===== config.mk =====
export PLATFORM = sky130hd
export DESIGN_NAME = ps2_mouse_packet_cursor_tracker_unit
export DESIGN_NICKNAME = d
export VERILOG_FILES = /design/src/hw/rtl/ps2mt_pkg.sv /design/src/hw/rtl/ps2mt_apb_regs.sv /design/src/hw/rtl/ps2_mouse_packet_cursor_tracker_unit.sv
export SDC_FILE = /design/constraint.sdc
export NUM_CORES = 1
export LEC_CHECK = 0
export BUFFER_PORTS_ARGS = -buffer_cell sky130_fd_sc_hd__buf_4
export CAP_MARGIN = 30
export CORE_MARGIN = 5
export CORE_UTILIZATION = 60
export DETAILED_ROUTE_END_ITERATION = 16
export PLACE_DENSITY = 0.85
export SKIP_CTS_REPAIR_TIMING = 1
export SLEW_MARGIN = 0
export SYNTH_ARGS = -nofsm -noshare
export SYNTH_HDL_FRONTEND = slang
export SYNTH_SLANG_ARGS = --single-unit

===== constraint.sdc =====
create_clock -name clk -period 5.45 [get_ports clk]
set_input_delay 1.09 -clock clk [delete_from_list [all_inputs] [get_ports clk]]
set_output_delay 1.09 -clock clk [all_outputs]
set_load 0.01 [all_outputs]

===== src/hw/rtl/ps2mt_pkg.sv =====
`timescale 1ns / 1ps
`default_nettype none
// ---------------------------------------------------------------------------
// ps2mt_pkg
// Shared types, constants and the coordinate clamp for the PS/2 cursor tracker.
// ---------------------------------------------------------------------------
package ps2mt_pkg;

    localparam int COORD_BITS = 12;
    localparam int LIMIT_BITS = 12;
    localparam int OUT_BITS   = 12;
    localparam int ADDR_BITS  = 3;
    localparam int DATA_BITS  = 32;
    localparam int DELTA_BITS = 9;

    localparam int WIDE_BITS  = (COORD_BITS > LIMIT_BITS) ? COORD_BITS : LIMIT_BITS;
    localparam int CALC_W     = WIDE_BITS + 2;

    localparam int COORD_MAX  = (1 << COORD_BITS) - 1;
    localparam int RESET_X    = (512 > COORD_MAX) ? COORD_MAX : 512;
    localparam int RESET_Y    = (384 > COORD_MAX) ? COORD_MAX : 384;

    localparam logic [LIMIT_BITS-1:0] HLIMIT_RESET = LIMIT_BITS'(1024);
    localparam logic [LIMIT_BITS-1:0] VLIMIT_RESET = LIMIT_BITS'(768);

    // register index taken from paddr[2]
    localparam logic REG_HLIMIT = 1'b0;
    localparam logic REG_VLIMIT = 1'b1;

    // status byte bit positions
    localparam int SIGN_X_POS = 4;
    localparam int SIGN_Y_POS = 5;
    localparam int OVF_X_POS  = 6;
    localparam int OVF_Y_POS  = 7;

    typedef enum logic [3:0] {
        PH_STATUS = 4'b0001,
        PH_DX     = 4'b0010,
        PH_DY     = 4'b0100,
        PH_SKIP   = 4'b1000
    } phase_t;

    typedef struct packed {
        logic [LIMIT_BITS-1:0] hlimit;
        logic [LIMIT_BITS-1:0] vlimit;
    } limits_t;

    function automatic logic [COORD_BITS-1:0] clamp_coord(
        input logic signed [CALC_W-1:0] v,
        input logic [LIMIT_BITS-1:0]    limit
    );
        logic signed [CALC_W-1:0] lim;
        logic signed [CALC_W-1:0] res;
        lim = $signed(CALC_W'(limit));
        if (lim > $signed(CALC_W'(COORD_MAX)))
        begin
            lim = $signed(CALC_W'(COORD_MAX));
        end
        if (v < 0)
        begin
            res = '0;
        end
        else if (v > lim)
        begin
            res = lim;
        end
        else
        begin
            res = v;
        end
        return res[COORD_BITS-1:0];
    endfunction

endpackage
`default_nettype wire


===== src/hw/rtl/ps2mt_apb_regs.sv =====
`timescale 1ns / 1ps
`default_nettype none
// ---------------------------------------------------------------------------
// ps2mt_apb_regs
// APB register file holding the horizontal and vertical cursor limits.
// ---------------------------------------------------------------------------
module ps2mt_apb_regs
    import ps2mt_pkg::*;
(
    input  wire logic                 clk,
    input  wire logic                 rst_n,
    input  wire logic                 psel,
    input  wire logic                 penable,
    input  wire logic                 pwrite,
    input  wire logic [ADDR_BITS-1:0] paddr,
    input  wire logic [DATA_BITS-1:0] pwdata,
    output logic      [DATA_BITS-1:0] prdata,
    output logic                      pready,
    output limits_t                   limits
);

    logic [LIMIT_BITS-1:0] hlimit_reg;
    logic [LIMIT_BITS-1:0] vlimit_reg;
    logic                  wr_en;

    assign pready = 1'b1;
    assign wr_en  = psel && penable && pwrite;

    always_ff @(posedge clk or negedge rst_n)
    begin
        if (!rst_n)
        begin
            hlimit_reg <= HLIMIT_RESET;
            vlimit_reg <= VLIMIT_RESET;
        end
        else if (wr_en)
        begin
            unique case (paddr[2])
                REG_HLIMIT: hlimit_reg <= pwdata[LIMIT_BITS-1:0];
                REG_VLIMIT: vlimit_reg <= pwdata[LIMIT_BITS-1:0];
                default:    hlimit_reg <= hlimit_reg;
            endcase
        end
    end

    always_comb
    begin
        unique case (paddr[2])
            REG_HLIMIT: prdata = DATA_BITS'(hlimit_reg);
            REG_VLIMIT: prdata = DATA_BITS'(vlimit_reg);
            default:    prdata = '0;
        endcase
    end

    assign limits.hlimit = hlimit_reg;
    assign limits.vlimit = vlimit_reg;

endmodule
`default_nettype wire


===== src/hw/rtl/ps2_mouse_packet_cursor_tracker_unit.sv =====
`timescale 1ns / 1ps
`default_nettype none
// ---------------------------------------------------------------------------
// ps2_mouse_packet_cursor_tracker_unit
// Groups PS/2 mouse bytes into three-byte packets and tracks a clamped cursor.
// ---------------------------------------------------------------------------
// A result word passes the input register and is then written to the result word register with the new cursor.
// Throughput: one byte per cycle unless out_stall holds a pending result; set
// by the input register and the single update stage holding phase and cursor.
// Reset: phase discards the first byte, cursor at 512/384, limits 1024/768,
// no word pending on either side.
module ps2_mouse_packet_cursor_tracker_unit
    import ps2mt_pkg::*;
(
    input  wire logic                 clk,
    input  wire logic                 rst_n,
    input  wire logic                 psel,
    input  wire logic                 penable,
    input  wire logic                 pwrite,
    input  wire logic [ADDR_BITS-1:0] paddr,
    input  wire logic [DATA_BITS-1:0] pwdata,
    output logic      [DATA_BITS-1:0] prdata,
    output logic                      pready,
    input  wire logic                 in_valid,
    output logic                      in_stall,
    input  wire logic [7:0]           rx_byte,
    output logic                      out_valid,
    input  wire logic                 out_stall,
    output logic      [OUT_BITS-1:0]  cursor_x,
    output logic      [OUT_BITS-1:0]  cursor_y,
    output logic      [7:0]           status_bits
);

    limits_t limits;

    ps2mt_apb_regs u_regs (
        .clk     (clk),
        .rst_n   (rst_n),
        .psel    (psel),
        .penable (penable),
        .pwrite  (pwrite),
        .paddr   (paddr),
        .pwdata  (pwdata),
        .prdata  (prdata),
        .pready  (pready),
        .limits  (limits)
    );

    logic                         in_valid_reg;
    logic [7:0]                   in_byte_reg;
    phase_t                       phase_reg, phase_next;
    logic [7:0]                   status_reg, status_next;
    logic signed [DELTA_BITS-1:0] dx_reg, dx_next;
    logic [COORD_BITS-1:0]        pos_x_reg, pos_x_next;
    logic [COORD_BITS-1:0]        pos_y_reg, pos_y_next;
    logic                         out_valid_reg;
    logic [OUT_BITS-1:0]          out_x_reg;
    logic [OUT_BITS-1:0]          out_y_reg;
    logic [7:0]                   out_status_reg;

    logic                         fire;
    logic                         produce;
    logic                         in_accept;
    logic signed [DELTA_BITS-1:0] dy;
    logic signed [CALC_W-1:0]     sum_x;
    logic signed [CALC_W-1:0]     diff_y;
    logic [CALC_W-1:0]            wide_x;
    logic [CALC_W-1:0]            wide_y;

    assign fire      = in_valid_reg && (!out_valid_reg || !out_stall);
    assign in_stall  = in_valid_reg && !fire;
    assign in_accept = in_valid && !in_stall;

    // input word register
    always_ff @(posedge clk or negedge rst_n)
    begin
        if (!rst_n)
        begin
            in_valid_reg <= 1'b0;
        end
        else if (in_accept)
        begin
            in_valid_reg <= 1'b1;
        end
        else if (fire)
        begin
            in_valid_reg <= 1'b0;
        end
    end

    always_ff @(posedge clk)
    begin
        if (in_accept)
        begin
            in_byte_reg <= rx_byte;
        end
    end

    // packet update
    always_comb
    begin
        phase_next  = phase_reg;
        status_next = status_reg;
        dx_next     = dx_reg;
        pos_x_next  = pos_x_reg;
        pos_y_next  = pos_y_reg;
        produce     = 1'b0;
        dy          = $signed({status_reg[SIGN_Y_POS], in_byte_reg});
        sum_x       = $signed(CALC_W'(pos_x_reg)) + CALC_W'(dx_reg);
        diff_y      = $signed(CALC_W'(pos_y_reg)) - CALC_W'(dy);
        if (fire)
        begin
            unique case (phase_reg)
                PH_STATUS:
                begin
                    status_next = in_byte_reg;
                    phase_next  = PH_DX;
                end
                PH_DX:
                begin
                    dx_next    = $signed({status_reg[SIGN_X_POS], in_byte_reg});
                    phase_next = PH_DY;
                end
                PH_DY:
                begin
                    phase_next = PH_STATUS;
                    if (!status_reg[OVF_X_POS] && !status_reg[OVF_Y_POS])
                    begin
                        pos_x_next = clamp_coord(sum_x, limits.hlimit);
                        pos_y_next = clamp_coord(diff_y, limits.vlimit);
                        produce    = 1'b1;
                    end
                end
                PH_SKIP:
                begin
                    phase_next = PH_STATUS;
                end
                default:
                begin
                    phase_next = PH_STATUS;
                end
            endcase
        end
    end

    assign wide_x = CALC_W'(pos_x_next);
    assign wide_y = CALC_W'(pos_y_next);

    always_ff @(posedge clk or negedge rst_n)
    begin
        if (!rst_n)
        begin
            phase_reg  <= PH_SKIP;
            status_reg <= '0;
            dx_reg     <= '0;
            pos_x_reg  <= COORD_BITS'(RESET_X);
            pos_y_reg  <= COORD_BITS'(RESET_Y);
        end
        else
        begin
            phase_reg  <= phase_next;
            status_reg <= status_next;
            dx_reg     <= dx_next;
            pos_x_reg  <= pos_x_next;
            pos_y_reg  <= pos_y_next;
        end
    end

    // result word register
    always_ff @(posedge clk or negedge rst_n)
    begin
        if (!rst_n)
        begin
            out_valid_reg <= 1'b0;
        end
        else if (fire)
        begin
            out_valid_reg <= produce;
        end
        else if (!out_stall)
        begin
            out_valid_reg <= 1'b0;
        end
    end

    always_ff @(posedge clk)
    begin
        if (fire && produce)
        begin
            out_x_reg      <= wide_x[OUT_BITS-1:0];
            out_y_reg      <= wide_y[OUT_BITS-1:0];
            out_status_reg <= status_reg;
        end
    end

    assign out_valid   = out_valid_reg;
    assign cursor_x    = out_x_reg;
    assign cursor_y    = out_y_reg;
    assign status_bits = out_status_reg;

    a_stall_holds_word: assert property (@(posedge clk) disable iff (!rst_n)
        in_stall |-> in_valid_reg)
        else $error("input stall without a held word");

    a_result_from_dy: assert property (@(posedge clk) disable iff (!rst_n)
        $rose(out_valid_reg) |-> $past(fire && phase_reg == PH_DY))
        else $error("result word not caused by a Y delta byte");

    a_ovf_keeps_cursor: assert property (@(posedge clk) disable iff (!rst_n)
        (fire && phase_reg == PH_DY && (status_reg[OVF_X_POS] || status_reg[OVF_Y_POS]))
        |=> ($stable(pos_x_reg) && $stable(pos_y_reg) && !$rose(out_valid_reg)))
        else $error("overflow packet moved the cursor");

    a_cursor_moves_on_dy: assert property (@(posedge clk) disable iff (!rst_n)
        !(fire && phase_reg == PH_DY) |=> ($stable(pos_x_reg) && $stable(pos_y_reg)))
        else $error("cursor changed outside a packet end");

endmodule
`default_nettype wire

==> results.yml <==
floorplan:
  die_y_um: 114
  dieArea_mm2: 0.0130
  core_mm2: 0.0107
  rows: 38
  ioPinCount: 117
  initial_core_util_pct: 60.5
  die-width_um: 114
clock_network:
  root_buffer: "clkbuf_8"
  htreeDepth: 3
  numCtsBuffers: 9
  clk_path_buf_depth: 2
  cts_tree: "built"
  clkTransAtPathRegs_ns: 0.11
  clock-sinks: 111
  clk_latency_ns: 0.38
grt:
  antenna_found_initial: 0
  grt_pass1_wl_mm: 23.9
  grt_remaining_overflow: 0
  grt_max_degree: 72
  grt.total_usage_pct: 23.4
  first_global_vias: 4803
yosys:
  synth_compound_area_share_pct: 14.5
  yosysWarnings: 0
  synth_edf_count: 40
  syn_avg_cell_area_um2: 10.6
  synthTopCellsByArea: "dfrtp_1 25%, edfxtp_1 19%, ha_1 9.7%"
  async_flop_share_pct: 64.0
  synth_top_family_by_area: "compound AO/OA/AOI/OAI gates"
  ys_types: 62
  ys.flop_type: "dfrtp_1"
  synth_area_leader_cell: "dfrtp_1"
  synth_xor_area_share_pct: 2.30
  synth_area_mm2: 0.00648
  syn_inst: 611
  ys_seq_elements: 111
  synthMuxAreaShare_pct: 5.78
  synth_fa_ha_area_share_pct: 10.3
  synthSimpleGateAreaFrac_pct: 14.0
  synth_top_cell_area_share_pct: 24.7
  yosysSeqAreaShare_pct: 46.1
sta:
  maxSlewViolCount: 0
  holdWs_ns: 0.474
  setup_viol: 0
  hold_viol_final: 0
  setup_tns_ns: 0
  worst_pin_slew_ns: 0.916
  skew_ns: 0.0146
  fin_crit_sh_pct: 76.9
  fin_crit_ns: 4.19
  max_freq_mhz: 239
  setup_slack_ns: 1.26
  maxSlewHeadroom_pct: 38.9
  rsz0062_at_grt: "false"
pwr:
  p_per_area_mw_per_mm2: 468
  leakagePower_nw: 3.33
  seq_power_share_pct: 35.5
  pwr-share-comb_pct: 49.4
  clock_power_share_pct: 15.1
  switching_share_pct: 42.4
  peakVddDrop_mv: 0.259
  netSwitchingPower_w: 0.00144
  internal-power_w: 0.00195
cells_and_area:
  final_cell_mix: "88 x nand2_1, 77 x buf_4, 64 x dfrtp_1"
  diodes: 0
  n_fill_cell: 822
  final_common_cell: "nand2_1"
  stdcell_count: 822
  fin_nets: 779
  design_area_mm2: 0.00725
  area.growth.synth_to_final_pct: 11.9
  final_layout_size_suffix_gt1_share_pct: 24.3
setup_path:
  crit_slowest_cell: "fa_1"
  max_stage_delay_ns: 0.45
  critical-path-top-delay-family: "simple AND/OR/NAND/NOR gates"
  crit_buf_inv: 1
  end_kind: "register"
  path_cells: "ha_1, inv_1, fa_1, a211oi_2, o21ai_1, a41oi_1, nor2b_1, xnor2_1, ha_1, and4_1, nand3_1, or3_1, o31ai_1, and2_4, o211ai_1"
  crit_fanout: 12
  cp_common_cell: "ha_1"
  start_kind: "register"
  arrival_ns: 4.30
  required_ns: 5.56
  crit_type: "reg -> reg"
routing:
  drc: 0
  initialDrtViolationCount: 249
  first_pass_iters: 5
  drt_wl_total_mm: 14.7
  detail_route.wl_per_cell_um: 17.9
  final_antenna_net_count: 0
  vias: 4813
  vias_per_cell: 5.86
placement:
  dpl.hpwl_mm: 11.0
  place_ws_ns: 1.31
  place_area_mm2: 0.00704
  numPortBuffers: 73
  placedCellCount: 806
  gp_routability_congestion: 0.825
run_status:
  status: "finished, final reports clean"
job:
  timing.max_cap.violations: 0
hold_path:
  hold_class: "reg -> reg"
==> cell usage after synthesis (all sizes together), types with 4 or more instances <==
master,count
a211oi,4
a21boi,4
a21o,10
a21oi,23
and2,6
buf,33
clkbuf,9
dfrtp,64
dfstp,7
edfxtp,40
ha,50
inv,48
mux2,30
nand2,88
nand2b,4
nand3,7
nand4,30
nor2,19
nor2b,7
nor3,8
o211ai,25
o21ai,38
xnor2,14
==> cells by family after synthesis <==
kind of cell | count (synthesis)
compound gates | 122
xor+xnor | 17
fa+ha+maj | 52
buf+inv | 91
flops | 111
mux | 32
other cells | 2
simple gates | 184
==> cell type report <==
class | instances | area (um^2) | share of cell area (%)
Inverter | 49 | 184 | 2.54
Timing Repair Buffer | 78 | 589 | 8.13
Clock buffer | 9 | 124 | 1.71
Clock inverter | 7 | 78.8 | 1.09
Tap cell | 140 | 175 | 2.42
Sequential cell | 111 | 2990 | 41.2
Multi-Input combinational cell | 428 | 3110 | 42.9
==> through the flow <==
stage	util, %	power, W
after floorplan	-	0.00245
final	67.7	0.00339
after global routing	67.7	0.00364
after CTS	67.7	0.00337
after detailed placement	65.8	0.00286
after global placement	65.7	0.00278
==> worst register-to-register path: cells and delay by family (launching register included) <==
family	cells	cell delay [ns]
fa+ha+maj	3	0.98
flops	1	0.44
compound gates	5	1.09
simple gates	5	1.23
xor+xnor	1	0.11
buf+inv	1	0.07
==> power by group through the flow <==
stage	clock (W)	combinational, W	sequential [W]
floorplan	0	0.00127	0.00117
global placement	0	0.00157	0.00121
detailed placement	0	0.00164	0.00122
CTS	0.000516	0.00165	0.00120
global route	0.000558	0.00185	0.00123
finish	0.000512	0.00167	0.00120
==> metal layers <==
| layer | global-route usage (%) | wire length [um] |
|---|---|---|
| met1 | 30.5 | 6200 |
| met2 | 39.8 | 7330 |
| met3 | 3.34 | 794 |
| met4 | 9.03 | 359 |
| met5 | 0 | 0 |
==> path summary, 6_finish.rpt <==
path | start | end | slack, ns | depth (start not counted)
min reg2reg | status_reg[0] | status_bits[0] | 0.47 | 0
max reg2reg | in_byte_reg[0] | cursor_y[0] | 1.26 | 15
max | in_byte_reg[0] | cursor_y[0] | 1.26 | 15
min in group asynchronous | rst_n | pos_y_reg[9] | 0.82 | 1
min | status_reg[0] | status_bits[0] | 0.47 | 0
max in group asynchronous | rst_n | dx_reg[2] | 4.02 | 1
Note: power is estimated with default switching activity, not from simulation.
